===== config.mk =====
export PLATFORM = sky130hd
export DESIGN_NAME = rrg_ctrl
export DESIGN_NICKNAME = d
export VERILOG_FILES = /design/src/rtl/rrg_pkg.sv /design/src/rtl/rrg_ctrl.sv
export SDC_FILE = /design/constraint.sdc
export NUM_CORES = 1
export LEC_CHECK = 0
export BUFFER_PORTS_ARGS = -buffer_cell sky130_fd_sc_hd__buf_2
export CAP_MARGIN = 25
export CORE_AREA = 2 2 39 41
export CTS_BUF_LIST = sky130_fd_sc_hd__clkbuf_8
export DETAILED_ROUTE_END_ITERATION = 10
export DIE_AREA = 0 0 41 43
export PLACE_DENSITY = 0.78
export SLEW_MARGIN = 40
export SYNTH_ARGS = -nofsm -noshare
export SYNTH_HDL_FRONTEND = slang
export SYNTH_SLANG_ARGS = --single-unit

===== constraint.sdc =====
create_clock -name clk -period 1.8 [get_ports clk]
set_input_delay 0.36 -clock clk [delete_from_list [all_inputs] [get_ports clk]]
set_output_delay 0.36 -clock clk [all_outputs]
set_load 0.005 [all_outputs]

===== src/rtl/rrg_pkg.sv =====
//------------------------------------------------------------------------------
// rrg_pkg
// Types and constants of the repeated record grouper.
//------------------------------------------------------------------------------
`default_nettype none

package rrg_pkg;

	localparam int ROW_LEN  = 10;
	localparam int VAL_W    = 32;
	localparam int ROW_BITS = ROW_LEN * VAL_W;
	localparam int CNT_W    = 8;
	localparam logic [CNT_W-1:0] COUNT_MAX = 8'hFF;
	localparam logic [CNT_W-1:0] MIN_REPEATS_RST = 8'd3;

	typedef logic signed [VAL_W-1:0] val_t;
	typedef val_t [ROW_LEN-1:0] row_t;

	// controller -> datapath
	typedef struct packed {
		logic load;       // store the accepted word
		logic lead_rd;    // read leader row and its claim mark
		logic lead_take;  // latch leader, restart sweep after it
		logic probe;      // read the next candidate row
		logic next_lead;  // advance leader index
		logic pend_load;  // move current group into the pending result
		logic pend_zero;  // pending result becomes the empty result
		logic clear;      // end of set
	} dp_cmd_t;

	// datapath -> controller
	typedef struct packed {
		logic lead_more;    // a leader with a later row exists
		logic lead_claimed; // leader row already belongs to a group
		logic sweep_last;   // probe index is the final stored row
		logic qualify;      // group count meets threshold, slot left
		logic pend_valid;   // a pending result is held
	} dp_stat_t;

endpackage

`default_nettype wire


===== src/rtl/rrg_ctrl.sv =====
//------------------------------------------------------------------------------
// rrg_ctrl
// Sequencer: loads records, walks leaders and probes, and hands out
// results one word behind so the final word can carry the last flag.
//------------------------------------------------------------------------------
`default_nettype none

module rrg_ctrl
	import rrg_pkg::*;
(
	input  wire logic     clk,
	input  wire logic     arst_n,
	input  wire logic     in_valid,
	input  wire logic     in_last,
	output logic          in_ready,
	output logic          out_valid,
	output logic          out_last,
	input  wire logic     out_ready,
	output dp_cmd_t       cmd,
	input  wire dp_stat_t stat
);
	typedef enum logic [3:0] {
		S_IDLE,
		S_SCAN,
		S_LEAD,
		S_SWEEP,
		S_DRAIN,
		S_DECIDE,
		S_EMIT,
		S_FINISH,
		S_EMIT_LAST
	} state_t;

	state_t state_q;
	logic   out_valid_q;
	logic   out_last_q;

	always_ff @(posedge clk or negedge arst_n) begin
		if (!arst_n) begin
			state_q     <= S_IDLE;
			out_valid_q <= 1'b0;
			out_last_q  <= 1'b0;
		end else begin
			case (state_q)
				S_IDLE: begin
					if (in_valid && in_last) begin
						state_q <= S_SCAN;
					end
				end
				S_SCAN: begin
					state_q <= stat.lead_more ? S_LEAD : S_FINISH;
				end
				S_LEAD: begin
					state_q <= stat.lead_claimed ? S_SCAN : S_SWEEP;
				end
				S_SWEEP: begin
					if (stat.sweep_last) begin
						state_q <= S_DRAIN;
					end
				end
				S_DRAIN: begin
					// last probe compares this cycle
					state_q <= S_DECIDE;
				end
				S_DECIDE: begin
					if (stat.qualify && stat.pend_valid) begin
						out_valid_q <= 1'b1;
						out_last_q  <= 1'b0;
						state_q     <= S_EMIT;
					end else begin
						state_q <= S_SCAN;
					end
				end
				S_EMIT: begin
					if (out_ready) begin
						out_valid_q <= 1'b0;
						state_q     <= S_SCAN;
					end
				end
				S_FINISH: begin
					out_valid_q <= 1'b1;
					out_last_q  <= 1'b1;
					state_q     <= S_EMIT_LAST;
				end
				S_EMIT_LAST: begin
					if (out_ready) begin
						out_valid_q <= 1'b0;
						out_last_q  <= 1'b0;
						state_q     <= S_IDLE;
					end
				end
				default: begin
					out_valid_q <= 1'b0;
					out_last_q  <= 1'b0;
					state_q     <= S_IDLE;
				end
			endcase
		end
	end

	always_comb begin
		cmd = '0;
		case (state_q)
			S_IDLE: begin
				cmd.load = in_valid;
			end
			S_SCAN: begin
				cmd.lead_rd = stat.lead_more;
			end
			S_LEAD: begin
				cmd.next_lead = stat.lead_claimed;
				cmd.lead_take = ~stat.lead_claimed;
			end
			S_SWEEP: begin
				cmd.probe = 1'b1;
			end
			S_DECIDE: begin
				cmd.pend_load = stat.qualify & ~stat.pend_valid;
				cmd.next_lead = ~(stat.qualify & stat.pend_valid);
			end
			S_EMIT: begin
				cmd.pend_load = out_ready;
				cmd.next_lead = out_ready;
			end
			S_FINISH: begin
				cmd.pend_zero = ~stat.pend_valid;
			end
			S_EMIT_LAST: begin
				cmd.clear = out_ready;
			end
			default: begin
				cmd = '0;
			end
		endcase
	end

	assign in_ready  = (state_q == S_IDLE);
	assign out_valid = out_valid_q;
	assign out_last  = out_last_q;
endmodule

`default_nettype wire


==> flow_metrics.py, run 1 <==
metrics = {
    "synth": {
        "yosysTopAreaCell": "dfrtp_1",
        "syn_area_per_cell_sq_um": 7.40,
        "ys_seq_area_frac": 0.294,
        "ys_types": 27,
        "synth_top_area_frac": 0.294,
        "synth_top_flop_cell": "dfrtp_1",
        "synth_warnings": 0,
        "synth_seq_cells": 6,
        "synth_area_sq_um": 510,
        "synth_edf_count": 0,
        "syn_nets": 79,
        "async_reset_ff_frac": 1.00,
        "synth_cells": 69,
        "synth_area_leaders": "dfrtp_1, nand2_1, nor4_1",
    },
    "timing": {
        "period_needed_ns": 1.67,
        "finalSetupViolations": 0,
        "worst_slew_pin_slew_ns": 0.427,
        "fin_crit_sh": 0.930,
        "fmax_mhz": 598,
        "timing_hold_violations_final": 0,
        "skew_ns": 0.00296,
        "slew_headroom": 0.713,
        "whs_ns": 0.500,
        "report.final.slew_viol_count": 0,
        "grt_setup_unrepaired": "false",
        "setup_tns_ns": 0,
    },
    "run_status": {
        "status": "complete, no violations",
    },
    "die": {
        "dieWidth_microns": 41,
        "start_util": 0.369,
        "num_rows": 14,
        "die_area_sq_mm": 0.00176,
        "core_area_sq_mm": 0.00138,
        "io_pins": 21,
        "die_h_microns": 43,
    },
    "detailed_routing": {
        "drtIter0Drc": 11,
        "viasPerCell": 5.35,
        "drt-pass1-iter-count": 4,
        "wl_per_cell_microns": 12.3,
        "drc": 0,
        "vias": 589,
        "drt-total-wl_microns": 1360,
        "antenna_left": 0,
    },
    "cells_and_area": {
        "layout-drive-gt1-share": 0.340,
        "syn_to_final_growth_pct": 38.5,
        "antennaDiodeCount": 0,
        "nNetsFinal": 106,
        "fill_cells": 151,
    },
    "worst_setup_path": {
        "critPathMaxFanout": 6,
        "worstPathArrival_ns": 1.31,
        "cpLargestDelayFamily": "flip-flops",
        "reg2reg_slack_ns": 0.26,
        "critPathMaxStageDelay_ns": 0.43,
        "cp_slowest_cell": "dfrtp_1",
        "cp_num_buf_inv": 1,
        "worst_setup_path_start_kind": "flop",
        "crit_path_end_kind": "primary output",
        "crit_chain": "nand2b_1, o22a_1, nor2_1, buf_2",
        "required_ns": 1.44,
        "setup.worst_path.class": "flop to primary output",
    },
    "clocking": {
        "h-tree-depth": 1,
        "cts.reportedPaths.clkPinSlew_ns": 0.04,
        "clock_latency_ns": 0.22,
        "cts_buffer_depth": 2,
        "cts_setup_buffers": 0,
        "clock-sinks": 6,
        "cts_tree": "yes",
        "cts_root_buf": "clkbuf_8",
        "numCtsBuffers": 3,
    },
    "grt": {
        "grt_usage": 0.186,
        "grt_pass1_wl_microns": 2260,
        "grt_use_met2": 0.284,
        "grt_start_max_net_pins": 12,
        "global_route.peak_usage_layer": "met2",
        "grt-ovfl-total": 0,
        "grt_pass1_vias": 528,
        "met3_usage": 0.0628,
        "use_met1": 0.248,
        "antenna_found_initial": 0,
    },
    "pwr": {
        "ir_drop_mv": 0.889,
        "powerDensity_mw_per_mm2": 1560,
        "p_leak_nw": 0.324,
    },
    "place": {
        "gp_congestion": 0.865,
        "post-dp-hpwl_microns": 1060,
        "port_buffers": 20,
    },
    "min_path": {
        "hold_path.class": "input port to async pin",
    },
    "run": {
        "maxCapViolCount": 0,
    },
}
[path summary, 6_finish.rpt]
kind | from | endpoint | depth (start not counted)
setup reg to reg | state_q[1]$_DFFE_PN0P_ | state_q[2]$_DFFE_PN0P_ | 4
hold / removal | arst_n | state_q[0]$_DFFE_PN0P_ | 2
hold reg to reg | out_last$_DFFE_PN0P_ | out_last$_DFFE_PN0P_ | 2
min in group clk | out_last$_DFFE_PN0P_ | out_last$_DFFE_PN0P_ | 2
setup / recovery | state_q[0]$_DFFE_PN0P_ | cmd[3] | 4
max in group asynchronous | arst_n | state_q[1]$_DFFE_PN0P_ | 2
[what timing repair did]
item                                   4_1_cts  5_1_grt
hold buffers                                 1        0
endpoints found under the hold margin        6        0
setup endpoints to repair                    0        1
gates resized for setup                      0        2
[flip-flops by register name (all words and copies together) (netlist names)]
register / cells
state_q: 4
out_valid: 1
out_last: 1
[power breakdown]
part | leakage (nW) | switching, mW | internal, mW | total (mW)
combinational | 0.230 | 0.332 | 0.298 | 0.631
clock | 0.0216 | 0.0517 | 0.143 | 0.195
sequential | 0.0723 | 0.0783 | 0.202 | 0.280
[stage by stage]
step	cell area [sq um]	power [mW]	instances	setup slack, ns	utilization
3_3_place_gp	648	0.879	106	0.283	0.468
5_1_grt	707	1.21	110	0.0436	0.511
4_1_cts	699	1.10	110	0.0397	0.505
6_report	707	1.11	110	0.127	0.511
3_5_place_dp	648	0.898	106	0.241	0.468
2_1_floorplan	510	0.683	69	0.313	-
[routing by layer]
layer,vias up,routed length [microns]
met5,-,0
met4,0,0
met3,0,70
met2,17,680
met1,269,606
li1,303,-
[cell usage after synthesis (3+ instances only)]
| master | number |
|---|---|
| o21ai_0 | 4 |
| a21oi_1 | 4 |
| clkbuf_1 | 3 |
| nor4_1 | 5 |
| nor3_1 | 5 |
| inv_1 | 4 |
| nand3_1 | 3 |
| nand2_1 | 9 |
| nor2_1 | 4 |
| dfrtp_1 | 6 |
[cells in the final DEF (no fill, tap or decap)]
| cell type | n |
|---|---|
| nor4_1 | 4 |
| mux2i_1 | 2 |
| a32oi_1 | 2 |
| dlygate4sd3_1 | 1 |
| o31ai_1 | 1 |
| a21boi_1 | 1 |
| nor3_1 | 5 |
| o22a_1 | 1 |
| nand3b_1 | 1 |
| a21oi_1 | 4 |
| dfrtp_1 | 5 |
| dfrtp_2 | 1 |
| clkbuf_8 | 3 |
| nor2b_1 | 1 |
| a31o_1 | 2 |
| nand2_1 | 9 |
| a211oi_2 | 1 |
| buf_2 | 20 |
| buf_4 | 6 |
| o21ai_0 | 4 |
| nor2_1 | 4 |
| nor4_2 | 1 |
| nand3_1 | 3 |
| inv_1 | 4 |
| nand4_1 | 1 |
| o21ai_1 | 2 |
| and2_1 | 1 |
| nand2b_1 | 2 |
| a211o_1 | 1 |
| or3b_1 | 1 |
[cells by family (layout without fill, tap and decap cells)]
logic type / after synthesis / in the layout / share of synthesized area
and+or+nand+nor: 33 / 33 / 0.328
AOI/OAI and AO/OA: 19 / 19 / 0.255
buffers and inverters: 9 / 34 / 0.0833
DFF: 6 / 6 / 0.294
muxes: 2 / 2 / 0.0392
[final cells by class]
| cell class | count | area (sq um) | share of cell area |
|---|---|---|---|
| Clock buffer | 3 | 41.3 | 0.0584 |
| Tap cell | 16 | 20.0 | 0.0283 |
| Sequential cell | 6 | 151 | 0.214 |
| Multi-Input combinational cell | 54 | 324 | 0.458 |
| Timing Repair Buffer | 27 | 155 | 0.219 |
| Inverter | 4 | 15.0 | 0.0212 |
[worst reg2reg max path, stage by stage (launching register included)]
cell and delay [ns]:
dfrtp_2 0.46, or3b_1 0.41, a211oi_2 0.26, nor2_1 0.09
a31o_1 0.21
Note: power is estimated with default switching activity, not from simulation.
==> run 2: changes to the inputs <==
--- a/config.mk
+++ b/config.mk
@@ -5,13 +5,14 @@
 export SDC_FILE = /design/constraint.sdc
 export NUM_CORES = 1
 export LEC_CHECK = 0
+export ABC_AREA = 1
 export BUFFER_PORTS_ARGS = -buffer_cell sky130_fd_sc_hd__buf_2
 export CAP_MARGIN = 25
 export CORE_AREA = 2 2 39 41
 export CTS_BUF_LIST = sky130_fd_sc_hd__clkbuf_8
 export DETAILED_ROUTE_END_ITERATION = 10
 export DIE_AREA = 0 0 41 43
-export PLACE_DENSITY = 0.78
+export PLACE_DENSITY = 0.8
 export SLEW_MARGIN = 40
 export SYNTH_ARGS = -nofsm -noshare
 export SYNTH_HDL_FRONTEND = slang
==> run 2 against run 1 <==
Utilization is 0.27 points higher. Setup slack worse by 0.0055 ns. Highest routed layer is now met4. First-iteration DRC count is 36% higher. Combinational power shrank 3.3%. Synthesized cell count is 23% higher. Synthesized area grew 5.6%.
==> flow_metrics.py, run 2 <==
metrics = {
    "pwr": {
        "intPower_mw": 0.563,
        "p_leak_nw": 0.443,
        "powerDensity_mw_per_mm2": 1510,
        "p_comb_frac": 0.569,
        "seqPwrFrac": 0.245,
        "ir_drop_mv": 0.692,
        "swShare": 0.474,
        "power_mw": 1.07,
        "p_clk_frac": 0.186,
        "power_switching_mw": 0.508,
    },
    "clocking": {
        "cts_buffer_depth": 2,
        "cts_setup_buffers": 0,
        "cts.reportedPaths.clkPinSlew_ns": 0.04,
        "numCtsBuffers": 3,
        "cts_root_buf": "clkbuf_8",
        "hold_buffers": 1,
        "h-tree-depth": 1,
        "clock-sinks": 6,
        "clock_latency_ns": 0.22,
        "cts-resized-gates": 0,
        "cts_tree": "yes",
    },
    "worst_setup_path": {
        "crit_path_end_kind": "primary output",
        "setup.worst_path.class": "flop to primary output",
        "reg2reg_slack_ns": 0.51,
        "cp_num_buf_inv": 1,
        "worstPathArrival_ns": 1.32,
        "worst_setup_path_start_kind": "flop",
        "critPathMaxFanout": 6,
        "r2r-end": "state_q[0]$_DFFE_PN0P_",
        "cpLargestDelayFamily": "simple AND/OR/NAND/NOR gates",
        "required_ns": 1.44,
        "crit_chain": "nor2_2, nand2_1, nor2_1, buf_2",
        "cp_slowest_cell": "dfrtp_1",
        "critPathMaxStageDelay_ns": 0.46,
        "rr_worst_depth": 6,
        "r2r_start": "state_q[1]$_DFFE_PN0P_",
    },
    "detailed_routing": {
        "vias": 613,
        "wl_per_cell_microns": 10.0,
        "antenna_left": 0,
        "drt-pass1-iter-count": 4,
        "drtIter0Drc": 15,
        "drt-total-wl_microns": 1250,
        "viasPerCell": 4.90,
        "drc": 0,
    },
    "place": {
        "post-dp-hpwl_microns": 1060,
        "placed_cell_area_sq_um": 659,
        "gp_congestion": 0.817,
        "placed_cells": 121,
        "port_buffers": 20,
    },
    "grt": {
        "grt_start_max_net_pins": 9,
        "grt_pass1_vias": 576,
        "grt_pass1_wl_microns": 2190,
        "antenna_found_initial": 0,
        "grt_usage": 0.182,
        "grt-ovfl-total": 0,
    },
    "timing": {
        "period_needed_ns": 1.68,
        "setup_tns_ns": 0,
        "skew_ns": 0.00305,
        "worst_slew_pin_slew_ns": 0.282,
        "fmax_mhz": 596,
        "grt_setup_unrepaired": "false",
        "fin_crit_sh": 0.933,
        "report.final.slew_viol_count": 0,
        "timing_hold_violations_final": 0,
        "slew_headroom": 0.812,
        "finalSetupViolations": 0,
    },
    "synth": {
        "synth_area_sq_um": 539,
        "ys_seq_area_frac": 0.278,
        "syn_nets": 95,
        "yosysTopAreaCell": "dfrtp_1",
        "ys_types": 19,
        "synth_top_area_frac": 0.278,
        "async_reset_ff_frac": 1.00,
        "synth.most_common_cell": "nand2_1",
        "synth_common_cells": "nand2_1, nand3_1, inv_1, nor2_1, dfrtp_1",
        "synth_area_leaders": "dfrtp_1, nand2_1, nand3_1",
        "synth_warnings": 0,
        "syn_area_per_cell_sq_um": 6.34,
        "synth_cells": 85,
        "synth_edf_count": 0,
        "synth_top_flop_cell": "dfrtp_1",
        "synth_seq_cells": 6,
    },
    "run_status": {
        "status": "complete, no violations",
    },
    "min_path": {
        "hold_path_end": "state_q[0]$_DFFE_PN0P_",
        "worstHoldStart": "stat[2]",
        "hold_path.class": "input port to flop",
        "whs_path_depth": 3,
    },
    "die": {
        "core_area_sq_mm": 0.00138,
        "die_area_sq_mm": 0.00176,
        "die_h_microns": 43,
        "dieWidth_microns": 41,
        "io_pins": 21,
        "start_util": 0.390,
        "num_rows": 14,
    },
    "cells_and_area": {
        "top_register": "state_q",
        "layout-drive-gt1-share": 0.385,
        "syn_to_final_growth_pct": 31.8,
        "layout_commonest_cell": "nand2_1",
        "instances_no_fill": 125,
        "nNetsFinal": 121,
        "stdcell_area_sq_um": 711,
        "antennaDiodeCount": 0,
        "final_cell_mix": "nand2_1, buf_2, nand3_1, inv_1, nor2_1",
        "largest_register_ffs": 4,
    },
    "run": {
        "maxCapViolCount": 0,
    },
}
-- run 2: cell types whose count changed in the layout (fill, tap and decap cells not counted), moves of 3 or more --
cell and delta:
nand2_1 +21, buf_4 -6, inv_2 +5, nand3_1 +5, nor2_2 +5, nor3_1 -5, a21oi_1 -4, nor4_1 -4
inv_1 +3, nand2_2 +3, nor2_1 +3, nor2_4 +3, o21ai_0 -3
-- run 2: worst reg2reg max path: stages, from the launching register on --
cell	delay, ns
dfrtp_1	0.46
nor2_2	0.27
nand4_1	0.19
nand2_1	0.12
nor2_2	0.05
nand2_1	0.06
nand2_1	0.04
-- run 2: worst max path at each step --
stage / depth (start not counted) / to / slack (ns) / startpoint
floorplan: 3 / cmd[2] / 0.51 / state_q[3]$_DFFE_PN0P_
global route: 6 / cmd[2] / 0.01 / state_q[3]$_DFFE_PN0P_
CTS: 6 / cmd[2] / 0.11 / state_q[3]$_DFFE_PN0P_
detailed placement: 6 / cmd[2] / 0.35 / state_q[3]$_DFFE_PN0P_
global placement: 6 / cmd[2] / 0.34 / state_q[0]$_DFFE_PN0P_
finish: 4 / cmd[7] / 0.12 / state_q[1]$_DFFE_PN0P_
-- run 2: power by group through the flow --
stage	combinational (mW)	clock [mW]	sequential [mW]
floorplan	0.442	0	0.258
global placement	0.596	0	0.262
detailed placement	0.611	0	0.262
CTS	0.615	0.202	0.261
global route	0.704	0.209	0.267
finish	0.610	0.199	0.262
-- run 2: logic make-up (layout without fill, tap and decap cells) --
group / after synthesis / count (layout) / synth area share
flip-flops: 6 / 6 / 0.278
buffers and inverters: 13 / 37 / 0.0905
AND/OR/NAND/NOR: 62 / 62 / 0.585
AO/OA/AOI/OAI: 4 / 4 / 0.0464
-- run 2: layer usage --
metal	global-route usage	part of all wire	vias up
li1	-	-	314
met1	0.223	0.42	278
met2	0.272	0.51	19
met3	0.0419	0.056	2
met4	0.113	0.014	0
met5	0	0	-
-- run 2: through the flow --
stage | setup WS (ns) | hold WS, ns | utilization
finish | 0.121 | 0.431 | 0.514
global route | 0.00988 | 0.447 | 0.514
CTS | 0.108 | 0.429 | 0.514
detailed placement | 0.351 | 0.188 | 0.476
global placement | 0.343 | 0.183 | 0.476
floorplan | 0.513 | 0.0644 | -
-- run 2: area by class of cell --
cell class / count / area, sq um
multi-input combinational: 66 / 340
tap: 16 / 20.0
clock buffer: 3 / 41.3
inverter: 13 / 48.8
timing repair buffer: 21 / 110
fill: 148 / 673
sequential: 6 / 150
